**src/rtl/u16u8_pkg.sv**
```systemverilog
// ----------------------------------------------------------------------------
// u16u8_pkg
// Shared types and UTF-8 encoding helpers for the UTF-16 to UTF-8 transcoder.
// ----------------------------------------------------------------------------
package u16u8_pkg;

  // One encoding job: up to four UTF-8 bytes, sent in order from bytes[0].
  // A job with nbytes == 0 stands for a single end-only result.
  typedef struct packed {
    logic [3:0][7:0] bytes;
    logic [2:0]      nbytes;
    logic            last;
  } job_t;

  localparam logic [5:0] HI_SURR_TAG = 6'b110110;  // 0xD800 .. 0xDBFF
  localparam logic [5:0] LO_SURR_TAG = 6'b110111;  // 0xDC00 .. 0xDFFF
  localparam logic [7:0] BOM_FF      = 8'hFF;
  localparam logic [7:0] BOM_FE      = 8'hFE;
  localparam logic [7:0] LEAD2       = 8'hC0;
  localparam logic [7:0] LEAD3       = 8'hE0;
  localparam logic [7:0] LEAD4       = 8'hF0;
  localparam logic [7:0] CONT        = 8'h80;
  localparam logic [20:0] SUPP_BASE  = 21'h10000;

  // Encode one 16-bit code point (surrogates included) as 1 to 3 bytes.
  function automatic job_t enc_bmp(input logic [15:0] cp);
    job_t j;
    j = '0;
    if (cp[15:7] == 9'd0) begin
      j.bytes[0] = {1'b0, cp[6:0]};
      j.nbytes   = 3'd1;
    end else if (cp[15:11] == 5'd0) begin
      j.bytes[0] = LEAD2 | {3'b000, cp[10:6]};
      j.bytes[1] = CONT | {2'b00, cp[5:0]};
      j.nbytes   = 3'd2;
    end else begin
      j.bytes[0] = LEAD3 | {4'b0000, cp[15:12]};
      j.bytes[1] = CONT | {2'b00, cp[11:6]};
      j.bytes[2] = CONT | {2'b00, cp[5:0]};
      j.nbytes   = 3'd3;
    end
    return j;
  endfunction

  // Encode a surrogate pair as a 4-byte sequence.
  function automatic job_t enc_pair(input logic [9:0] hi, input logic [9:0] lo);
    job_t        j;
    logic [20:0] full;
    j        = '0;
    full     = SUPP_BASE + {1'b0, hi, lo};
    j.bytes[0] = LEAD4 | {5'b00000, full[20:18]};
    j.bytes[1] = CONT | {2'b00, full[17:12]};
    j.bytes[2] = CONT | {2'b00, full[11:6]};
    j.bytes[3] = CONT | {2'b00, full[5:0]};
    j.nbytes   = 3'd4;
    return j;
  endfunction

endpackage

```
**src/rtl/u16u8_front.sv**
```systemverilog
// ----------------------------------------------------------------------------
// u16u8_front
// Byte intake: mark check, code unit assembly, surrogate pairing, job issue.
// ----------------------------------------------------------------------------
module u16u8_front (
  input  logic              clk,
  input  logic              rst,
  input  logic              push,
  output logic              full,
  input  logic [7:0]        in_byte,
  input  logic              has_byte,
  input  logic              in_last,
  input  logic              q_full,
  output logic              q_wr,
  output u16u8_pkg::job_t   q_wr_data
);
  import u16u8_pkg::*;

  logic [1:0] byte_position, byte_position_next;
  logic       big_endian_mode, big_endian_mode_next;
  logic [7:0] held_byte, held_byte_next;
  logic       held_valid, held_valid_next;
  logic [9:0] pend_bits, pend_bits_next;
  logic       pend_valid, pend_valid_next;

  logic       spill_valid;
  job_t       spill;

  logic       accept;
  logic       unit_v;
  logic [15:0] unit_cp;
  logic       is_hi, is_lo;
  logic       a_v, b_v;
  job_t       job_a, job_b;

  assign full   = spill_valid | q_full;
  assign accept = push & ~full;
  assign is_hi  = unit_cp[15:10] == HI_SURR_TAG;
  assign is_lo  = unit_cp[15:10] == LO_SURR_TAG;

  // Code unit assembly and byte-order mark detection.
  always_comb begin
    byte_position_next   = byte_position;
    big_endian_mode_next = big_endian_mode;
    held_byte_next       = held_byte;
    held_valid_next      = held_valid;
    unit_v               = 1'b0;
    unit_cp              = {in_byte, held_byte};
    if (has_byte) begin
      unique case (byte_position)
        2'd0: begin
          held_byte_next     = in_byte;
          held_valid_next    = 1'b1;
          byte_position_next = 2'd1;
        end
        2'd1: begin
          byte_position_next = 2'd2;
          held_valid_next    = 1'b0;
          if (held_byte == BOM_FF && in_byte == BOM_FE) begin
            big_endian_mode_next = 1'b0;
          end else if (held_byte == BOM_FE && in_byte == BOM_FF) begin
            big_endian_mode_next = 1'b1;
          end else begin
            unit_v = 1'b1;
          end
        end
        default: begin
          if (!held_valid) begin
            held_byte_next  = in_byte;
            held_valid_next = 1'b1;
          end else begin
            held_valid_next = 1'b0;
            unit_v          = 1'b1;
            unit_cp = big_endian_mode ? {held_byte, in_byte} : {in_byte, held_byte};
          end
        end
      endcase
    end
  end

  // Surrogate pairing and job selection: at most two jobs per item.
  always_comb begin
    a_v             = 1'b0;
    b_v             = 1'b0;
    job_a           = '0;
    job_b           = enc_bmp(unit_cp);
    pend_bits_next  = pend_bits;
    pend_valid_next = pend_valid;
    if (pend_valid && unit_v && is_lo) begin
      a_v             = 1'b1;
      job_a           = enc_pair(pend_bits, unit_cp[9:0]);
      pend_valid_next = 1'b0;
    end else begin
      if (pend_valid && (unit_v || in_last)) begin
        a_v             = 1'b1;
        job_a           = enc_bmp({HI_SURR_TAG, pend_bits});
        pend_valid_next = 1'b0;
      end
      if (unit_v) begin
        if (is_hi && !in_last) begin
          pend_bits_next  = unit_cp[9:0];
          pend_valid_next = 1'b1;
        end else begin
          b_v = 1'b1;
        end
      end
    end
    // Tag the final result of the stream; close an empty step with an end-only job.
    if (in_last) begin
      if (b_v) begin
        job_b.last = 1'b1;
      end else if (a_v) begin
        job_a.last = 1'b1;
      end else begin
        a_v        = 1'b1;
        job_a      = '0;
        job_a.last = 1'b1;
      end
    end
  end

  // Queue write: spill first, else the first job of the accepted item.
  always_comb begin
    q_wr      = 1'b0;
    q_wr_data = a_v ? job_a : job_b;
    if (spill_valid) begin
      q_wr      = ~q_full;
      q_wr_data = spill;
    end else if (accept && (a_v || b_v)) begin
      q_wr = 1'b1;
    end
  end

  always_ff @(posedge clk) begin
    if (rst) begin
      byte_position   <= 2'd0;
      big_endian_mode <= 1'b0;
      held_byte       <= 8'd0;
      held_valid      <= 1'b0;
      pend_bits       <= 10'd0;
      pend_valid      <= 1'b0;
      spill_valid     <= 1'b0;
    end else begin
      if (accept) begin
        if (in_last) begin
          // End of stream: return to the fresh-stream state.
          byte_position   <= 2'd0;
          big_endian_mode <= 1'b0;
          held_byte       <= 8'd0;
          held_valid      <= 1'b0;
          pend_bits       <= 10'd0;
          pend_valid      <= 1'b0;
        end else begin
          byte_position   <= byte_position_next;
          big_endian_mode <= big_endian_mode_next;
          held_byte       <= held_byte_next;
          held_valid      <= held_valid_next;
          pend_bits       <= pend_bits_next;
          pend_valid      <= pend_valid_next;
        end
      end
      if (spill_valid) begin
        if (!q_full) spill_valid <= 1'b0;
      end else if (accept && a_v && b_v) begin
        spill_valid <= 1'b1;
      end
    end
  end

  always_ff @(posedge clk) begin
    if (!spill_valid && accept && a_v && b_v) spill <= job_b;
  end

endmodule

```
**src/rtl/u16u8_fifo.sv**
```systemverilog
// ----------------------------------------------------------------------------
// u16u8_fifo
// Short job queue between the front and back parts.
// ----------------------------------------------------------------------------
module u16u8_fifo #(
  parameter int DEPTH = 4
) (
  input  logic            clk,
  input  logic            rst,
  input  logic            wr,
  input  u16u8_pkg::job_t wr_data,
  output logic            q_full,
  input  logic            rd,
  output u16u8_pkg::job_t rd_data,
  output logic            q_avail
);
  import u16u8_pkg::*;

  localparam int PW = (DEPTH > 1) ? $clog2(DEPTH) : 1;
  localparam int CW = $clog2(DEPTH + 1);

  job_t          slots [DEPTH];
  logic [PW-1:0] wr_ptr, rd_ptr;
  logic [CW-1:0] count;
  logic          do_wr, do_rd;

  assign q_full  = count == CW'(DEPTH);
  assign q_avail = count != '0;
  assign do_wr   = wr & ~q_full;
  assign do_rd   = rd & q_avail;
  assign rd_data = slots[rd_ptr];

  function automatic logic [PW-1:0] bump(input logic [PW-1:0] p);
    return (p == PW'(DEPTH - 1)) ? '0 : p + 1'b1;
  endfunction

  always_ff @(posedge clk) begin
    if (rst) begin
      wr_ptr <= '0;
      rd_ptr <= '0;
      count  <= '0;
    end else begin
      if (do_wr) wr_ptr <= bump(wr_ptr);
      if (do_rd) rd_ptr <= bump(rd_ptr);
      if (do_wr && !do_rd) begin
        count <= count + 1'b1;
      end else if (do_rd && !do_wr) begin
        count <= count - 1'b1;
      end
    end
  end

  always_ff @(posedge clk) begin
    if (do_wr) slots[wr_ptr] <= wr_data;
  end

endmodule

```
**src/rtl/u16u8_back.sv**
```systemverilog
// ----------------------------------------------------------------------------
// u16u8_back
// Job serializer: one UTF-8 byte per cycle into the result register if free.
// ----------------------------------------------------------------------------
module u16u8_back (
  input  logic            clk,
  input  logic            rst,
  input  logic            q_avail,
  input  u16u8_pkg::job_t rd_data,
  output logic            rd,
  output logic            empty,
  input  logic            pop,
  output logic [7:0]      out_byte,
  output logic            out_empty,
  output logic            out_last
);
  import u16u8_pkg::*;

  job_t       cur;
  logic       cur_valid;
  logic [1:0] idx;
  logic       ovalid;
  logic       adv, final_res;
  logic [2:0] nres;

  assign nres      = (cur.nbytes == 3'd0) ? 3'd1 : cur.nbytes;
  assign final_res = {1'b0, idx} == nres - 3'd1;
  assign adv       = cur_valid & (~ovalid | pop);
  assign rd        = q_avail & (~cur_valid | (adv & final_res));
  assign empty     = ~ovalid;

  always_ff @(posedge clk) begin
    if (rst) begin
      cur_valid <= 1'b0;
      idx       <= 2'd0;
      ovalid    <= 1'b0;
    end else begin
      if (adv) begin
        ovalid <= 1'b1;
      end else if (pop) begin
        ovalid <= 1'b0;
      end
      if (rd) begin
        cur_valid <= 1'b1;
        idx       <= 2'd0;
      end else if (adv) begin
        if (final_res) begin
          cur_valid <= 1'b0;
          idx       <= 2'd0;
        end else begin
          idx <= idx + 2'd1;
        end
      end
    end
  end

  always_ff @(posedge clk) begin
    if (rd) cur <= rd_data;
    if (adv) begin
      out_byte  <= (cur.nbytes == 3'd0) ? 8'd0 : cur.bytes[idx];
      out_empty <= cur.nbytes == 3'd0;
      out_last  <= cur.last & final_res;
    end
  end

endmodule

```
**src/rtl/utf16_to_utf8_transcoder_core.sv**
```systemverilog
// Path: an item's first result passes the job queue, job register and result register.
// Throughput: one UTF-8 byte leaves per cycle and an input byte is taken per cycle; a
// two-job item holds input while its second job waits, as does a full job queue (units
// of three or four UTF-8 bytes outrun the output, as does a slow consumer).
// Reset: synchronous rst empties the job queue and the result register and starts
// a fresh stream (mark check pending, little-endian, nothing held).
// ----------------------------------------------------------------------------
// utf16_to_utf8_transcoder_core
// Byte-serial UTF-16 (with optional byte-order mark) to UTF-8 transcoder.
// ----------------------------------------------------------------------------
module utf16_to_utf8_transcoder_core #(
  parameter int JOB_DEPTH = 4
) (
  input  logic       clk,
  input  logic       rst,
  // input queue side: a transaction moves on push & !full
  input  logic       push,
  output logic       full,
  input  logic [7:0] in_byte,
  input  logic       has_byte,
  input  logic       in_last,
  // result queue side: a transaction moves on pop & !empty
  output logic       empty,
  input  logic       pop,
  output logic [7:0] out_byte,
  output logic       out_empty,
  output logic       out_last
);
  import u16u8_pkg::*;

  // Front -> queue
  logic q_wr;
  job_t q_wr_data;
  logic q_full;
  // Queue -> back
  logic q_rd;
  job_t q_rd_data;
  logic q_avail;

  // Front: hold the first byte of each unit, drop a leading byte-order mark,
  // pair surrogates and turn every input transaction into at most two jobs.
  u16u8_front u_front (
    .clk       (clk),
    .rst       (rst),
    .push      (push),
    .full      (full),
    .in_byte   (in_byte),
    .has_byte  (has_byte),
    .in_last   (in_last),
    .q_full    (q_full),
    .q_wr      (q_wr),
    .q_wr_data (q_wr_data)
  );

  // Queue: decouple intake stalls from output back-pressure.
  u16u8_fifo #(
    .DEPTH (JOB_DEPTH)
  ) u_fifo (
    .clk     (clk),
    .rst     (rst),
    .wr      (q_wr),
    .wr_data (q_wr_data),
    .q_full  (q_full),
    .rd      (q_rd),
    .rd_data (q_rd_data),
    .q_avail (q_avail)
  );

  // Back: move each job one byte a cycle into the result register while it is free or
  // popped; the next job loads while the last byte of the current one goes out.
  u16u8_back u_back (
    .clk       (clk),
    .rst       (rst),
    .q_avail   (q_avail),
    .rd_data   (q_rd_data),
    .rd        (q_rd),
    .empty     (empty),
    .pop       (pop),
    .out_byte  (out_byte),
    .out_empty (out_empty),
    .out_last  (out_last)
  );

endmodule
```
**config.mk**
```make
export PLATFORM = sky130hd
export DESIGN_NAME = utf16_to_utf8_transcoder_core
export DESIGN_NICKNAME = d
export VERILOG_FILES = /design/src/rtl/u16u8_pkg.sv /design/src/rtl/u16u8_front.sv /design/src/rtl/u16u8_fifo.sv /design/src/rtl/u16u8_back.sv /design/src/rtl/utf16_to_utf8_transcoder_core.sv
export SDC_FILE = /design/constraint.sdc
export NUM_CORES = 1
export LEC_CHECK = 0
export BUFFER_PORTS_ARGS = -buffer_cell sky130_fd_sc_hd__buf_4
export CORE_UTILIZATION = 33
export CTS_BUF_LIST = sky130_fd_sc_hd__clkbuf_16
export DETAILED_ROUTE_END_ITERATION = 16
export GPL_ROUTABILITY_DRIVEN = 0
export PLACE_DENSITY = 0.5
export SETUP_SLACK_MARGIN = 0.4
export SYNTH_ARGS = -nofsm -noshare
export SYNTH_HDL_FRONTEND = slang
export SYNTH_SLANG_ARGS = --single-unit
```
**constraint.sdc**
```tcl
create_clock -name clk -period 11 [get_ports clk]
set_input_delay 0.55 -clock clk [delete_from_list [all_inputs] [get_ports clk]]
set_output_delay 0.55 -clock clk [all_outputs]
set_load 0.1 [all_outputs]
```
==> run_results.csv, run 1 <==
group,metric,value,unit
status,outcome,"completed",
global_route,busiest_layer,"met2",
timing,maxSlewViolCount,0,
layout,drive_above_1_share,19.2,%
critical_path,endpoint,"u_fifo.count[2]$_SDFFE_PP0P_",
synthesis,ys_types,65,
synthesis,yosysWarningCount,0,
critical_path,slowest_stage,"a31oi_1",
global_route,use_met2,23.6,%
critical_path,cp_num_cells,11,
critical_path,worstSetupPathType,"register to register",
critical_path,reg2regPathDepth,11,
synthesis,yosys.area.top_type,"edfxtp_1",
clocking,ctsHoldBuffers,0,
min_path,hp-class,"input port to register",
critical_path,cp-startpoint,"u_front.held_byte[4]$_SDFFE_PP0P_",
layout,fin_nets,671,
pwr,power-per-cell-area,227,nW/um2
timing,fin_tns_setup,0,ns
clocking,cts_num_sinks,223,
die,start_util,33.9,%
critical_path,path_delay_family,"compound AO/OA/AOI/OAI gates",
clocking,cts_tree,"yes",
global_route,grt_pass1_vias,5459,
clocking,clockRootBuffer,"clkbuf_16",
global_route,grt_use_total,14.3,%
critical_path,r2r-start,"u_front.held_byte[4]$_SDFFE_PP0P_",
critical_path,r2r-end,"u_fifo.count[2]$_SDFFE_PP0P_",
critical_path,worstPathCellList,"nand3_1 > nor4_2 > nand2b_1 > a31oi_1 > o221a_2 > ha_1 > inv_1 > fa_1 > xor2_1 > or3_1 > a21oi_1",
drt,ant_nets,0,
critical_path,path_buf_inv,1,
critical_path,cp-end-kind,"register",
place,port_buffers,25,
timing,fin_crit_sh,37.2,%
layout,final_cell_area,10900,um2
timing,setup_viol,0,
synthesis,synthTopCellsByArea,"edfxtp_1 59%, mux4_2 8.8%, dfxtp_1 7.4%, mux2i_1 2.7%, a21oi_1 1.5%",
place,post_dp_cell_area,10100,um2
synthesis,ys_seq_elements,223,
synthesis,synth_top_area_share,59.3,%
clocking,clkTransAtPathRegs,0.06,ns
global_route,grtUsageMet3,2.38,%
clocking,cts_buffer_depth,3,
clocking,cts_max_level,1,
clocking,cts_resized,0,
drt,finalWirelength,20.6,mm
clocking,numCtsBuffers,25,
timing,fmax,0.245,GHz
synthesis,ys.flop_type,"edfxtp_1",
critical_path,cp_max_fo,13,
layout,diodes,0,
timing,whs,0.325,ns
clocking,post-cts-setup-buffers,0,
drt,wire_per_inst,19.7,um
die,die_h,172,um
drt,dr.first_iter.drc_count,411,
synthesis,synth_cells,621,
synthesis,postSynth.asyncResetShare,0,%
drt,dr.pass1.iters,5,
synthesis,ys_seq_area_share,66.6,%
timing,clock_skew,0.0159,ns
pwr,peakVddDrop,0.000106,V
global_route,grt_pass1_wl,31.9,mm
die,pin_count,26,
drt,vias,5422,
synthesis,synth_nets,644,
die,rows,61,
die,die_x,172,um
timing,finalCriticalPeriod,4.09,ns
synthesis,synth-edff-count,188,
global_route,antenna_found_initial,0,
synthesis,synth_area,9520,um2
critical_path,max_stage_delay,0.96,ns
run,drv_cap,0,
place,dpl.hpwl,13.0,mm
die,core_area,28100,um2
global_route,gr-total-overflow,0,
global_route,use_met1,19.6,%
die,die_area,29500,um2
timing,slew_headroom,13.8,%
pwr,p_leak,3.71,nW
critical_path,worst-r2r-setup-slack,6.91,ns
clocking,worstSkewPairLatency,0.53,ns
critical_path,worstPathRequired,11.46,ns
drt,drc_errors,0,
timing,rsz0062_at_grt,"no",
timing,hold_viol,0,
critical_path,start_kind,"register",
drt,avgViaCountPerCell,5.19,
global_route,grt_max_degree,37,
synthesis,syn_area_per_cell,15.3,um2
layout,syn2layout_area_growth,14.2,%
timing,worstMarginPinSlew,1.29,ns
critical_path,arrival,4.55,ns
## sequential cells by signal (all words and copies together), names as in the netlist, 3 cells and up
register,count
u_back.cur,31
u_front.spill,23
u_front.held_byte,8
u_fifo.count,3
u_front.pend_bits,10
u_back.out_byte,8
u_fifo.slots,124
## cells in the mapped netlist, drive strengths merged, types with 9 or more instances
| cell type | count |
|---|---|
| o2bb2ai | 10 |
| nand3 | 9 |
| edfxtp | 188 |
| buf | 18 |
| nor2b | 10 |
| a221o | 9 |
| nor3 | 9 |
| mux4 | 37 |
| nor2 | 36 |
| and2 | 9 |
| mux2i | 26 |
| o21ai | 14 |
| a21oi | 29 |
| nand2 | 23 |
| inv | 31 |
| clkbuf | 16 |
| a22oi | 11 |
| dfxtp | 35 |
## cell usage in the layout (no fill, tap or decap), types with 2 or more instances in the layout
| master | Yosys | routed |
|---|---|---|
| clkinv_1 | 1 | 7 |
| nor3_1 | 9 | 9 |
| dfxtp_1 | 35 | 34 |
| a221oi_1 | 3 | 3 |
| nor4_1 | 4 | 4 |
| a221o_1 | 9 | 9 |
| nor3b_1 | 3 | 3 |
| mux4_2 | 37 | 37 |
| o31ai_1 | 2 | 2 |
| a211oi_1 | 6 | 6 |
| clkinv_2 | 0 | 8 |
| a32oi_1 | 3 | 3 |
| a21oi_1 | 28 | 28 |
| edfxtp_1 | 188 | 188 |
| mux2_2 | 8 | 8 |
| and3_1 | 3 | 3 |
| o211ai_1 | 4 | 4 |
| nand2_1 | 22 | 22 |
| buf_4 | 0 | 34 |
| o22ai_1 | 2 | 2 |
| o2bb2ai_1 | 10 | 10 |
| clkbuf_16 | 0 | 25 |
| nand4_1 | 3 | 3 |
| a2bb2oi_1 | 2 | 2 |
| xnor2_1 | 3 | 3 |
| mux2i_1 | 26 | 26 |
| a31oi_1 | 3 | 3 |
| ha_1 | 8 | 8 |
| nor2_1 | 36 | 36 |
| o21ai_0 | 14 | 14 |
| nand2b_1 | 5 | 5 |
| inv_1 | 31 | 34 |
| and2_1 | 9 | 9 |
| o32ai_1 | 7 | 7 |
| a22oi_1 | 11 | 11 |
| xor2_1 | 5 | 5 |
| nand3_1 | 9 | 9 |
| nor2b_1 | 10 | 9 |
| nand3b_1 | 3 | 3 |
## logic make-up after synthesis
logic type	after synthesis	share of synthesized area [%]
compound gates	118	9.12
xor+xnor	8	0.736
simple gates	126	7.00
buf+inv	66	2.81
mux	71	12.4
fa+ha+maj	9	1.26
flops	223	66.6
## worst reg2reg max path, delay by kind of cell (launching register included)
kind            cells  cell delay (ns)
buf+inv             1             0.07
flops               1             0.43
simple gates        4             1.14
fa+ha+maj           2             0.64
xor+xnor            1             0.17
compound gates      3             1.57
## stage by stage
stage	instances	total power, mW	util [%]	setup slack [ns]
3_3_place_gp	999	1.71	36.0	6.96
2_1_floorplan	621	1.57	-	7.38
4_1_cts	1045	2.50	38.7	6.94
5_1_grt	1045	2.58	38.7	6.64
6_report	1045	2.47	38.7	6.91
3_5_place_dp	999	1.73	36.0	6.78
## worst min-delay path by stage
stage	startpoint	endpoint	slack, ns	cells after the start
CTS	in_last	u_front.byte_position[1]$_SDFFE_PP0P_	0.30	2
global route	in_last	u_front.byte_position[1]$_SDFFE_PP0P_	0.33	2
global placement	u_back.cur_valid$_SDFFE_PP0P_	u_back.ovalid$_SDFFE_PP0P_	0.47	2
floorplan	u_back.cur_valid$_SDFFE_PP0P_	u_back.ovalid$_SDFFE_PP0P_	0.45	2
finish	in_last	u_front.byte_position[1]$_SDFFE_PP0P_	0.33	2
detailed placement	u_back.cur_valid$_SDFFE_PP0P_	u_back.ovalid$_SDFFE_PP0P_	0.47	2
## final cells by class
type,count,area [um2]
Multi-Input combinational cell,332,2920
Clock buffer,25,626
Sequential cell,223,6350
Tap cell,378,473
Fill cell,2686,17200
Inverter,32,120
Timing Repair Buffer,34,255
Clock inverter,21,140
## power by group
part / switching [mW] / internal [mW] / leakage (nW)
clock: 0.334 / 0.440 / 0.393
sequential: 0.0580 / 1.08 / 2.02
combinational: 0.357 / 0.202 / 1.30
## per-layer routing
metal,share of wire (%),vias to the layer above
li1,-,2496
met1,46,2762
met2,47,132
met3,4.8,32
met4,2.1,0
met5,0,-
(Power assumes the default switching activity.)
==> inputs of run 2 (changes only) <==
- ABC_AREA: not set -> 1
- PLACE_DENSITY: 0.5 -> 0.51
- clock period: 11 -> 3.73 ns (I/O delays scaled with it)
==> run 2 against run 1 <==
  * Core utilization grew 0.27 points
  * Sequential power rose to 3.0 times the previous value
  * Via count up 20%
  * Die area is 1.1% higher
  * Cell count rose by 29%
  * Critical path depth up 6
  * Highest routed layer unchanged
  * Combinational power increased to 4.0 times the previous value
==> run_results.csv, run 2 <==
group,metric,value,unit
status,outcome,"completed",
die,die_x,173,um
drt,ant_nets,0,
layout,largest_register,"u_fifo.slots",
die,start_util,33.6,%
synthesis,synth_nets,929,
place,port_buffers,25,
drt,avgViaCountPerCell,4.83,
critical_path,cp_max_fo,10,
synthesis,netlist_top_cells_count,"188 x edfxtp_1, 159 x nor2_1, 118 x nand2_1, 98 x o21ai_0, 70 x a21oi_1",
layout,largestRegisters,"u_fifo.slots (124), u_back.cur (31), u_front.spill (23)",
layout,fin_nets,971,
synthesis,ys_seq_elements,223,
timing,slew_headroom,22.6,%
timing,maxSlewViolCount,0,
layout,largest_register_ffs,124,
layout,drive_above_1_share,12.2,%
synthesis,ys.flop_type,"edfxtp_1",
drt,dr.pass1.iters,5,
clocking,cts_max_level,1,
drt,drc_errors,0,
min_path,hp-class,"input port to register",
global_route,antenna_found_initial,0,
global_route,gr-total-overflow,0,
timing,fin_crit_sh,83.1,%
drt,finalWirelength,23.1,mm
critical_path,start_kind,"register",
synthesis,synth-edff-count,188,
clocking,clockRootBuffer,"clkbuf_16",
clocking,cts_buffer_depth,3,
die,die_area,29900,um2
clocking,worstSkewPairLatency,0.53,ns
die,core_area,28700,um2
timing,hold_viol,0,
synthesis,syn_area_per_cell,10.6,um2
run,drv_cap,0,
synthesis,ys_seq_area_share,65.9,%
pwr,seq_power_share,43.1,%
critical_path,arrival,3.56,ns
critical_path,cp-end-kind,"register",
synthesis,yosysWarningCount,0,
critical_path,worstPathRequired,4.19,ns
die,die_h,173,um
synthesis,synth_area,9630,um2
die,pin_count,26,
synthesis,yosysMostFrequentCell,"edfxtp_1",
pwr,p_switching,2.76,mW
place,dpl.hpwl,14.3,mm
global_route,grt_pass1_wl,35.5,mm
timing,finalCriticalPeriod,3.10,ns
die,rows,62,
critical_path,worstSetupPathType,"register to register",
layout,final_core_util,39.0,%
clocking,clkTransAtPathRegs,0.06,ns
layout,final_cells,1351,
clocking,cts_num_sinks,223,
pwr,peakVddDrop,0.000321,V
pwr,internal_power,5.18,mW
timing,worstMarginPinSlew,1.15,ns
pwr,pwr-share-clk,29.0,%
timing,fin_tns_setup,0,ns
place,place_inst,1292,
drt,vias,6529,
drt,wire_per_inst,17.1,um
layout,layout_common_cells,"188 x edfxtp_1, 154 x nor2_1, 118 x nand2_1",
timing,fmax,0.322,GHz
pwr,power-per-cell-area,710,nW/um2
synthesis,yosys.area.top_type,"edfxtp_1",
timing,setup_viol,0,
pwr,power_frac_comb,27.9,%
clocking,numCtsBuffers,26,
pwr,p_leak,4.01,nW
synthesis,postSynth.asyncResetShare,0,%
synthesis,synthTopCellsByArea,"edfxtp_1 59%, dfxtp_1 7.3%, nor2_1 6.2%, o21ai_0 5.1%, nand2_1 4.6%",
pwr,p_total,7.94,mW
clocking,cts_resized,0,
layout,diodes,0,
layout,syn2layout_area_growth,16.2,%
global_route,grt_max_degree,65,
clocking,cts_tree,"yes",
pwr,swShare,34.8,%
synthesis,synth_cells,906,
drt,dr.first_iter.drc_count,447,
synthesis,synth_top_area_share,58.6,%
timing,rsz0062_at_grt,"no",
timing,clock_skew,0.0121,ns
synthesis,ys_types,39,
layout,final_common_cell,"edfxtp_1",
global_route,grt_pass1_vias,6141,
global_route,grt_use_total,15.3,%
[run 2: path summary, 6_finish.rpt]
check                                        from                                   end  slack (ns)  cells after the start
max                       u_back.cur[3]$_DFFE_PP_          u_fifo.count[2]$_SDFFE_PP0P_        0.63                     17
min                                       in_last     u_front.held_byte[7]$_SDFFE_PP0P_        0.03                      4
max reg2reg               u_back.cur[3]$_DFFE_PP_          u_fifo.count[2]$_SDFFE_PP0P_        0.63                     17
min reg2reg  u_front.big_endian_mode$_SDFFE_PP0P_  u_front.big_endian_mode$_SDFFE_PP0P_        0.48                      2
[run 2: layout make-up]
cell class | instances | area [um2]
clock inverter | 21 | 129
timing repair buffer | 52 | 425
fill | 2854 | 17500
clock buffer | 26 | 651
multi-input combinational | 575 | 2890
tap | 384 | 480
sequential | 223 | 6350
inverter | 70 | 267
[run 2: power groups by stage]
stage | registers [mW] | logic (mW) | clock network, mW
detailed placement | 3.48 | 2.22 | 0
floorplan | 3.80 | 1.24 | 0
global route | 3.46 | 2.43 | 2.46
finish | 3.42 | 2.22 | 2.30
global placement | 3.47 | 2.21 | 0
CTS | 3.43 | 2.23 | 2.37
[run 2: metal layers]
layer / share of wire, % / global-route usage [%] / vias to the layer above
met4: 2.2 / 3.98 / 0
met5: 0 / 0 / -
met2: 47 / 24.7 / 137
met1: 47 / 21.2 / 3098
li1: - / - / 3255
met3: 4.5 / 2.66 / 39
[run 2: worst max-delay path, stage by stage (launching register included)]
cell and delay [ns]:
edfxtp_1 0.46, nor3_4 0.46, nor2_2 0.09, ha_1 0.30, xor2_1 0.14, nand2_1 0.07, nor2_1 0.06, nand2_1 0.15
a21oi_4 0.08, inv_2 0.14, ha_2 0.19, inv_2 0.05, fa_1 0.44, nor2_1 0.11, nor2_1 0.04, nand2_1 0.06
o21ai_0 0.07, a21oi_1 0.12
[run 2: cell families (layout without fill, tap and decap cells)]
kind of cell / count (synthesis) / after routing / synth area share, %
AOI/OAI and AO/OA: 230 / 230 / 13.0
xor gates and xnor gates: 7 / 7 / 0.637
adders and majority gates: 9 / 9 / 1.25
buffers and inverters: 109 / 169 / 4.65
DFF: 223 / 223 / 65.9
and+or+nand+nor: 328 / 329 / 14.6
[run 2: metrics by stage]
step	area (um2)	setup slack, ns	hold slack, ns
floorplan	9650	0.405	0.329
global placement	10300	0.633	0.454
detailed placement	10300	0.562	0.462
CTS	11200	0.564	0.00379
global route	11200	0.425	0.0557
finish	11200	0.629	0.0273
[run 2: what timing repair did]
action	CTS	global route
hold buffers	9	0
buffers inserted	0	2
hold endpoints to repair	9	0
setup endpoints to repair	0	2
